**src/rtl/core/sbb_pkg.sv**
```systemverilog
`timescale 1ns / 1ps
// ----------------------------------------------------------------------------
// sbb_pkg: shared definitions for the spectrum bar ballistics block
// Q1.15 level types, per-bar state entry, register map and reset values.
// ----------------------------------------------------------------------------
package sbb_pkg;

  // Default geometry
  localparam int DEF_MAX_BARS = 256;
  localparam int DEF_CHANNELS = 2;

  // Field widths
  localparam int LVL_W  = 16;
  localparam int AGE_W  = 16;
  localparam int GAP_W  = 12;
  localparam int HOLD_W = 8;
  localparam int BAR_W  = 8;
  localparam int PROD_W = GAP_W + LVL_W;

  typedef logic [LVL_W-1:0]  q15_t;
  typedef logic [AGE_W-1:0]  age_t;
  typedef logic [GAP_W-1:0]  gap_t;
  typedef logic [HOLD_W-1:0] hold_t;
  typedef logic [PROD_W-1:0] prod_t;

  localparam q15_t FULL_SCALE = 16'd32768;
  localparam age_t AGE_MAX    = 16'hFFFF;

  // Register reset values
  localparam q15_t  RELEASE_STEP_RST = 16'd468;
  localparam q15_t  FALL_STEP_RST    = 16'd351;
  localparam hold_t HOLD_FRAMES_RST  = 8'd30;

  // Register map (word index, byte address = 4 * index)
  localparam int REG_IDX_W = 2;
  localparam int PADDR_W   = REG_IDX_W + 2;
  localparam logic [REG_IDX_W-1:0] REG_RELEASE_STEP = 2'd0;
  localparam logic [REG_IDX_W-1:0] REG_FALL_STEP    = 2'd1;
  localparam logic [REG_IDX_W-1:0] REG_HOLD_FRAMES  = 2'd2;

  // Per-bar state as held in the state memory
  typedef struct packed {
    q15_t smoothed;
    q15_t peak;
    age_t age;
  } entry_t;

  // Pipeline stage control
  typedef struct packed {
    logic vld;  // stage holds a request
    logic inr;  // channel and bar are inside the store
  } tag_t;

endpackage

```
**src/rtl/core/sbb_math.sv**
```systemverilog
`timescale 1ns / 1ps
// ----------------------------------------------------------------------------
// sbb_math: four-stage update pipeline for one bar's ballistics
// Takes the fetched state and applies restart, silent decay, attack/release
// and peak hold/fall. Stage D presents the new state for write-back.
// ----------------------------------------------------------------------------
module sbb_math #(
  parameter int AW = 9
) (
  input  logic                clk,
  input  logic                rst_n,
  input  logic                en,
  // accepted request
  input  logic                acc,
  input  logic [AW-1:0]       acc_addr,
  input  logic                acc_inr,
  input  sbb_pkg::q15_t       acc_level,
  input  sbb_pkg::gap_t       acc_gap,
  input  logic                acc_restart,
  // state read, valid while the request sits in stage A
  input  sbb_pkg::entry_t     rd_data,
  // configuration
  input  sbb_pkg::q15_t       release_step,
  input  sbb_pkg::q15_t       fall_step,
  input  sbb_pkg::hold_t      hold_frames,
  // same-bar check against requests not yet written back
  input  logic [AW-1:0]       probe_addr,
  output logic                probe_hit,
  // write-back / result
  output sbb_pkg::tag_t       wr_tag,
  output logic [AW-1:0]       wr_addr,
  output sbb_pkg::entry_t     wr_data
);

  // Stage A: request fields, state arrives from memory
  sbb_pkg::tag_t   a_tag_r;
  logic [AW-1:0]   a_addr_r;
  sbb_pkg::q15_t   a_lvl_r;
  sbb_pkg::gap_t   a_gap_r;
  logic            a_rst_r;

  // Stage B
  sbb_pkg::tag_t   b_tag_r;
  logic [AW-1:0]   b_addr_r;
  sbb_pkg::q15_t   b_lvl_r;
  sbb_pkg::gap_t   b_gap_r;
  sbb_pkg::q15_t   b_s_r;
  sbb_pkg::q15_t   b_p_r;
  sbb_pkg::age_t   b_age_r;
  sbb_pkg::prod_t  b_prods_r;
  sbb_pkg::gap_t   b_fall_r;

  // Stage C
  sbb_pkg::tag_t   c_tag_r;
  logic [AW-1:0]   c_addr_r;
  sbb_pkg::q15_t   c_lvl_r;
  logic            c_gapnz_r;
  sbb_pkg::q15_t   c_s1_r;
  sbb_pkg::q15_t   c_p_r;
  sbb_pkg::age_t   c_age_r;
  sbb_pkg::prod_t  c_prodp_r;

  // Stage D
  sbb_pkg::tag_t   d_tag_r;
  logic [AW-1:0]   d_addr_r;
  sbb_pkg::q15_t   d_lvl_r;
  sbb_pkg::q15_t   d_s2_r;
  sbb_pkg::q15_t   d_p1_r;
  sbb_pkg::age_t   d_age_inc_r;

  // Stage A logic: restart, decay products, falling frame count
  sbb_pkg::entry_t a_st;
  sbb_pkg::gap_t   a_gap_eff;
  sbb_pkg::prod_t  a_prods;
  logic [sbb_pkg::AGE_W:0] a_sum;
  sbb_pkg::age_t   a_mx;
  sbb_pkg::gap_t   a_fall;

  always_comb begin
    a_st      = a_rst_r ? '0 : rd_data;
    a_gap_eff = a_rst_r ? '0 : a_gap_r;
    a_prods   = sbb_pkg::PROD_W'(a_gap_eff) * sbb_pkg::PROD_W'(release_step);
    a_sum     = (sbb_pkg::AGE_W+1)'(a_st.age) + (sbb_pkg::AGE_W+1)'(a_gap_eff);
    a_mx      = (a_st.age >= sbb_pkg::AGE_W'(hold_frames)) ? a_st.age
                                                           : sbb_pkg::AGE_W'(hold_frames);
    // never more than the gap itself
    if (a_sum > (sbb_pkg::AGE_W+1)'(a_mx)) begin
      a_fall = sbb_pkg::GAP_W'(a_sum - (sbb_pkg::AGE_W+1)'(a_mx));
    end else begin
      a_fall = '0;
    end
  end

  // Stage B logic: smoothed decay, peak decay product, age over the gap
  sbb_pkg::q15_t   b_s1;
  sbb_pkg::prod_t  b_prodp;
  logic [sbb_pkg::AGE_W:0] b_age_sum;
  sbb_pkg::age_t   b_age_g;

  always_comb begin
    if (sbb_pkg::PROD_W'(b_s_r) > b_prods_r) begin
      b_s1 = sbb_pkg::LVL_W'(sbb_pkg::PROD_W'(b_s_r) - b_prods_r);
    end else begin
      b_s1 = '0;
    end
    b_prodp   = sbb_pkg::PROD_W'(b_fall_r) * sbb_pkg::PROD_W'(fall_step);
    b_age_sum = (sbb_pkg::AGE_W+1)'(b_age_r) + (sbb_pkg::AGE_W+1)'(b_gap_r);
    b_age_g   = b_age_sum[sbb_pkg::AGE_W] ? sbb_pkg::AGE_MAX
                                          : b_age_sum[sbb_pkg::AGE_W-1:0];
  end

  // Stage C logic: decayed peak, attack/release, age step
  sbb_pkg::q15_t   c_pdec;
  sbb_pkg::q15_t   c_p1;
  sbb_pkg::q15_t   c_srel;
  sbb_pkg::q15_t   c_s2;
  sbb_pkg::age_t   c_age_inc;

  always_comb begin
    if (sbb_pkg::PROD_W'(c_p_r) > c_prodp_r) begin
      c_pdec = sbb_pkg::LVL_W'(sbb_pkg::PROD_W'(c_p_r) - c_prodp_r);
    end else begin
      c_pdec = '0;
    end
    if (c_gapnz_r) begin
      c_p1 = (c_s1_r > c_pdec) ? c_s1_r : c_pdec;
    end else begin
      c_p1 = c_p_r;
    end
    c_srel    = (c_s1_r > release_step) ? (c_s1_r - release_step) : '0;
    c_s2      = (c_lvl_r > c_srel) ? c_lvl_r : c_srel;
    c_age_inc = (c_age_r == sbb_pkg::AGE_MAX) ? c_age_r
                                              : (c_age_r + sbb_pkg::AGE_W'(1));
  end

  // Stage D logic: peak capture, hold, fall floored at smoothed level
  sbb_pkg::q15_t   d_pfall;
  sbb_pkg::q15_t   d_p;
  sbb_pkg::age_t   d_age;

  always_comb begin
    d_pfall = (d_p1_r > fall_step) ? (d_p1_r - fall_step) : '0;
    if (d_lvl_r >= d_p1_r) begin
      d_p   = d_lvl_r;
      d_age = '0;
    end else begin
      d_age = d_age_inc_r;
      if (d_age_inc_r > sbb_pkg::AGE_W'(hold_frames)) begin
        d_p = (d_s2_r > d_pfall) ? d_s2_r : d_pfall;
      end else begin
        d_p = d_p1_r;
      end
    end
  end

  assign wr_tag  = d_tag_r;
  assign wr_addr = d_addr_r;
  assign wr_data = '{smoothed: d_s2_r, peak: d_p, age: d_age};

  // Requests in A..C have not reached the memory yet
  assign probe_hit = (a_tag_r.vld && a_tag_r.inr && (a_addr_r == probe_addr)) ||
                     (b_tag_r.vld && b_tag_r.inr && (b_addr_r == probe_addr)) ||
                     (c_tag_r.vld && c_tag_r.inr && (c_addr_r == probe_addr));

  // Stage control
  always_ff @(posedge clk) begin
    if (!rst_n) begin
      a_tag_r <= '0;
      b_tag_r <= '0;
      c_tag_r <= '0;
      d_tag_r <= '0;
    end else if (en) begin
      a_tag_r <= acc ? sbb_pkg::tag_t'{vld: 1'b1, inr: acc_inr} : sbb_pkg::tag_t'('0);
      b_tag_r <= a_tag_r;
      c_tag_r <= b_tag_r;
      d_tag_r <= c_tag_r;
    end
  end

  // Stage payload
  always_ff @(posedge clk) begin
    if (en) begin
      a_addr_r    <= acc_addr;
      a_lvl_r     <= acc_level;
      a_gap_r     <= acc_gap;
      a_rst_r     <= acc_restart;

      b_addr_r    <= a_addr_r;
      b_lvl_r     <= a_lvl_r;
      b_gap_r     <= a_gap_eff;
      b_s_r       <= a_st.smoothed;
      b_p_r       <= a_st.peak;
      b_age_r     <= a_st.age;
      b_prods_r   <= a_prods;
      b_fall_r    <= a_fall;

      c_addr_r    <= b_addr_r;
      c_lvl_r     <= b_lvl_r;
      c_gapnz_r   <= (b_gap_r != '0);
      c_s1_r      <= b_s1;
      c_p_r       <= b_p_r;
      c_age_r     <= b_age_g;
      c_prodp_r   <= b_prodp;

      d_addr_r    <= c_addr_r;
      d_lvl_r     <= c_lvl_r;
      d_s2_r      <= c_s2;
      d_p1_r      <= c_p1;
      d_age_inc_r <= c_age_inc;
    end
  end

endmodule

```
**config.mk**
```make
export PLATFORM = sky130hd
export DESIGN_NAME = sbb_math
export DESIGN_NICKNAME = d
export VERILOG_FILES = /design/src/rtl/core/sbb_pkg.sv /design/src/rtl/core/sbb_math.sv
export SDC_FILE = /design/constraint.sdc
export NUM_CORES = 2
export LEC_CHECK = 0
export ABC_AREA = 1
export BUFFER_PORTS_ARGS = -buffer_cell sky130_fd_sc_hd__clkbuf_2
export CORE_AREA = 2 2 292 294
export DETAILED_ROUTE_END_ITERATION = 10
export DIE_AREA = 0 0 294 296
export PLACE_DENSITY = 0.68
export SLEW_MARGIN = 20
export SYNTH_ARGS = -nofsm -noshare
export SYNTH_HDL_FRONTEND = slang
export SYNTH_SLANG_ARGS = --single-unit
```
**constraint.sdc**
```tcl
create_clock -name clk -period 6.8 [get_ports clk]
set_input_delay 1.36 -clock clk [delete_from_list [all_inputs] [get_ports clk]]
set_output_delay 1.36 -clock clk [all_outputs]
set_load 0.05 [all_outputs]
```
==> summary.md <==
| Metric | Value |
|---|---|
| Status | `complete, no violations` |
| Dpl cell area | `0.0362 sq mm` |
| Critical register-to-register path endpoint | `b_prods_r[22]` |
| Fin Setup TNS | `0 ps` |
| Hold Crit Class | `flip-flop to flip-flop` |
| VDD IR-drop max | `0.616 mV` |
| Syn_nets | `4807` |
| CTS tree | `built` |
| Worst-margin pin slew | `1090 ps` |
| Clock root cell | `clkbuf_16` |
| Synth Area in Simple Gates | `0.207` |
| Post-synth top area cell | `edfxtp_1` |
| Setup Viol. Count Final | `0` |
| R2r startpoint | `a_rst_r` |
| CP Buf/Inv Count | `5` |
| Gr ovfl total | `0` |
| Syn. warnings | `0` |
| Sink Count | `346` |
| Clk_lat worst skew | `580 ps` |
| Area Growth Syn to Fin | `9.84%` |
| Ys async rst share | `0` |
| # port buffers | `199` |
| Drt initial violations | `1978` |
| Reg clk slew, reported paths | `60 ps` |
| Sequential area share after synthesis | `0.303` |
| Syn avg cell area | `~8.4 sq um` |
| Core Util, Final | `0.444` |
| DRC | `0` |
| Max FO, Critical Path | `17` |
| Number of synthesized flops with an enable pin | `338` |
| Mapped Cells | `4063` |
| Synth Area in XOR/XNOR | `0.0311` |
| Largest family of logic cells by synthesized area | `adder cells` |
| Leak | `0.0193 uW` |
| Via/cell ratio | `4.98` |
| Initial antenna violation count | `1` |
| Die Height | `296 microns` |
| Post-CTS Hold Buffers | `0` |
| H-tree levels | `2` |
| Post-Route WL | `88600 microns` |
| Vias in the first global route | `between 20000 and 30000` |
| First-pass GRT wire length | `143000 microns` |
| Final Critical Period | `6410 ps` |
| Tot Pwr | `15300 uW` |
| Max Slew Vio Count | `0` |
| Num CTS Buffers | `38` |
| Largest net degree at the start of global routing | `180` |
| Hold endpoint | `c_p_r[14]` |
| Synth Area in Compound Gates | `0.0631` |
| Distinct cell type count after synthesis | `67` |
| Vias | `26700` |
| CP arrival | `5050 ps` |
| Crit path max-delay family | `simple AND/OR/NAND/NOR gates` |
| RSZ-0062 raised after global routing | `false` |
| Effective utilization at floorplan | `0.404` |
| Register bit total from synthesis | `346` |
| Num ports | `200` |
| GRT Total Usage | `0.208` |
| Max Buffers Root-to-Sink | `3` |
| Post-route design area | `approximately 0.037 sq mm` |
| Row count | `107` |
| Pwr dens | `410 mW/mm^2` |
| Full die area | `0.0870 sq mm` |
| R2R depth | `21` |
| First-pass DRT Iterations | `6` |
| Final hold slack | `about 410 ps` |
| Critical Path Start Type | `input pin` |
| Hold Path Origin | `b_p_r[14]` |
| DP HPWL | `72900 microns` |
| Hold path depth | `0` |
| Area occupied by multi-input gates | `approximately 0.02 sq mm` |
| Max-cap viol count | `0` |
| Worst setup EP type | `output pin` |
| Mux cell area share after synthesis | `0.000294` |
| Max Freq | `156 MHz` |
| Die width | `294 microns` |
| Post-CTS setup buffer count | `0` |
| Post-DR wirelength/cell | `approximately 17 microns` |
| Slowest CP cell | `fa_1` |
| R2R Setup Slk | `700 ps` |
| Cell Area, Synth | `0.0341 sq mm` |
| Period utilization | `0.943` |
| Reg area | `0.0103 sq mm` |
| Critical path type | `input pin to output pin` |
| Core ar. | `0.0842 sq mm` |
| Levels on crit path | `26` |
| Top post-synthesis cells by area | `edfxtp_1, fa_1, ha_1, nand2_1, inv_1` |
| Rel. slew slack | `0.273` |
| Final Hold Fails | `0` |
| Final nets | `4973` |
| Ys flop type | `edfxtp_1` |
| Yosys top cell area share | `0.298` |
| Most common cell on crit path | `nand2_1` |
| Filler cells | `between 8000 and 9000` |
| Post-CTS Resized | `0` |
| Max stage delay on crit path | `490 ps` |
| GPL Wtd Cong | `0.950` |
| Final Skew | `roughly 30 ps` |
| Layout cells sized above 1 | `0.0860` |
| Antenna viol nets, final | `0` |
| Synth Area in Adders | `0.285` |
| CP Data Required Time | `5440 ps` |
[flip-flops by register name, indices dropped and copies added, names as in the netlist, 16 cells and up]
signal	flops
b_prods_r	28
c_prodp_r	28
a_lvl_r	16
b_age_r	16
b_lvl_r	16
b_p_r	16
b_s_r	16
c_age_r	16
c_lvl_r	16
c_p_r	16
c_s1_r	16
d_age_inc_r	16
d_lvl_r	16
d_p1_r	16
d_s2_r	16
[synth_stat cells, types with 6 or more instances]
cell	number
nand2_1	985
inv_1	864
edfxtp_1	338
ha_1	317
nor2_1	313
fa_1	287
a21oi_1	165
nand3_1	157
o21ai_0	92
xor2_1	78
clkbuf_1	69
xnor2_1	43
o21ai_1	30
nand3b_1	29
nand4_1	29
nor3_1	27
nor4_1	21
o21bai_1	18
a21o_1	16
nand2_2	16
a31oi_1	14
buf_2	13
inv_2	11
dfxtp_1	8
nand2_4	8
nand3_4	8
a21oi_2	7
or2_1	7
a21boi_0	6
clkinv_1	6
nand3_2	6
or2_2	6
[area by class of cell]
cell class	count	share of cell area
inverter	883	0.0887
clock buffer	39	0.0261
timing repair buffer	221	0.0316
clock inverter	29	0.00709
sequential	346	0.276
multi-input combinational	2739	0.534
tap	1090	0.0365
antenna	1	0.0000669
[through the flow]
step                      std cells  setup slack [ps]
final                          5348               388
after global routing           5348              15.3
after CTS                      5347               400
after detailed placement       5279               409
after global placement         5279               469
after floorplan                4063               720
[worst register-to-register path, cell delays in order, from the launching register on]
cell	delay, ps
edfxtp_1	500
inv_4	290
nand2_1	320
inv_1	390
buf_4	240
nand2_1	80
fa_1	510
fa_1	520
inv_1	60
fa_1	490
fa_1	490
inv_1	50
fa_1	480
inv_1	50
ha_1	410
nand2_1	180
nor2_1	210
inv_1	100
nor2_1	130
nand4_1	110
nand4_1	140
xor2_1	180
[worst max-delay path by stage]
stage	startpoint	end
5_1_grt	fall_step[1]	wr_data[21]
3_3_place_gp	fall_step[1]	wr_data[21]
3_5_place_dp	fall_step[12]	wr_data[21]
4_1_cts	fall_step[12]	wr_data[21]
6_report	fall_step[1]	wr_data[21]
2_1_floorplan	fall_step[12]	wr_data[25]
[where the power goes]
part | switching, uW | internal (uW) | total [uW]
Combinational | 6370 | 3590 | 9960
Sequential | 259 | 3050 | 3310
Clock | 898 | 1170 | 2070
[cells by family (layout without fill, tap and decap cells)]
family	count (synthesis)	after routing
and+or+nand+nor	1635	1635
buffers and inverters	978	1172
adders and majority gates	604	604
AOI/OAI and AO/OA	378	378
DFF	346	346
xor gates and xnor gates	121	121
muxes	1	1
other	0	1
[layout by cell type (no fill, tap or decap), drive strengths merged, types with 2 or more instances in the layout]
cell	n
nand2	1009
inv	878
edfxtp	338
nor2	322
ha	317
fa	287
clkbuf	237
a21oi	173
nand3	171
o21ai	124
xor2	78
xnor2	43
nand4	32
nand3b	30
clkinv	28
nor3	27
nor4	23
buf	23
o21bai	18
a21o	16
a31oi	14
or2	13
a21boi	13
dfxtp	8
o21a	5
and2	4
a211oi	3
o211ai	3
nor3b	3
clkinvlp	3
bufinv	3
o2111ai	2
[layer usage]
layer | vias to the layer above | track usage | routed length, microns | share of wire
met5 | - | 0 | 0 | 0
met4 | 0 | 0.0759 | 3350 | 0.038
met3 | 191 | 0.0319 | 6340 | 0.072
met2 | 885 | 0.349 | 41700 | 0.47
met1 | 12500 | 0.273 | 37200 | 0.42
li1 | 13000 | - | - | -
Note: power is estimated with default switching activity, not from simulation.
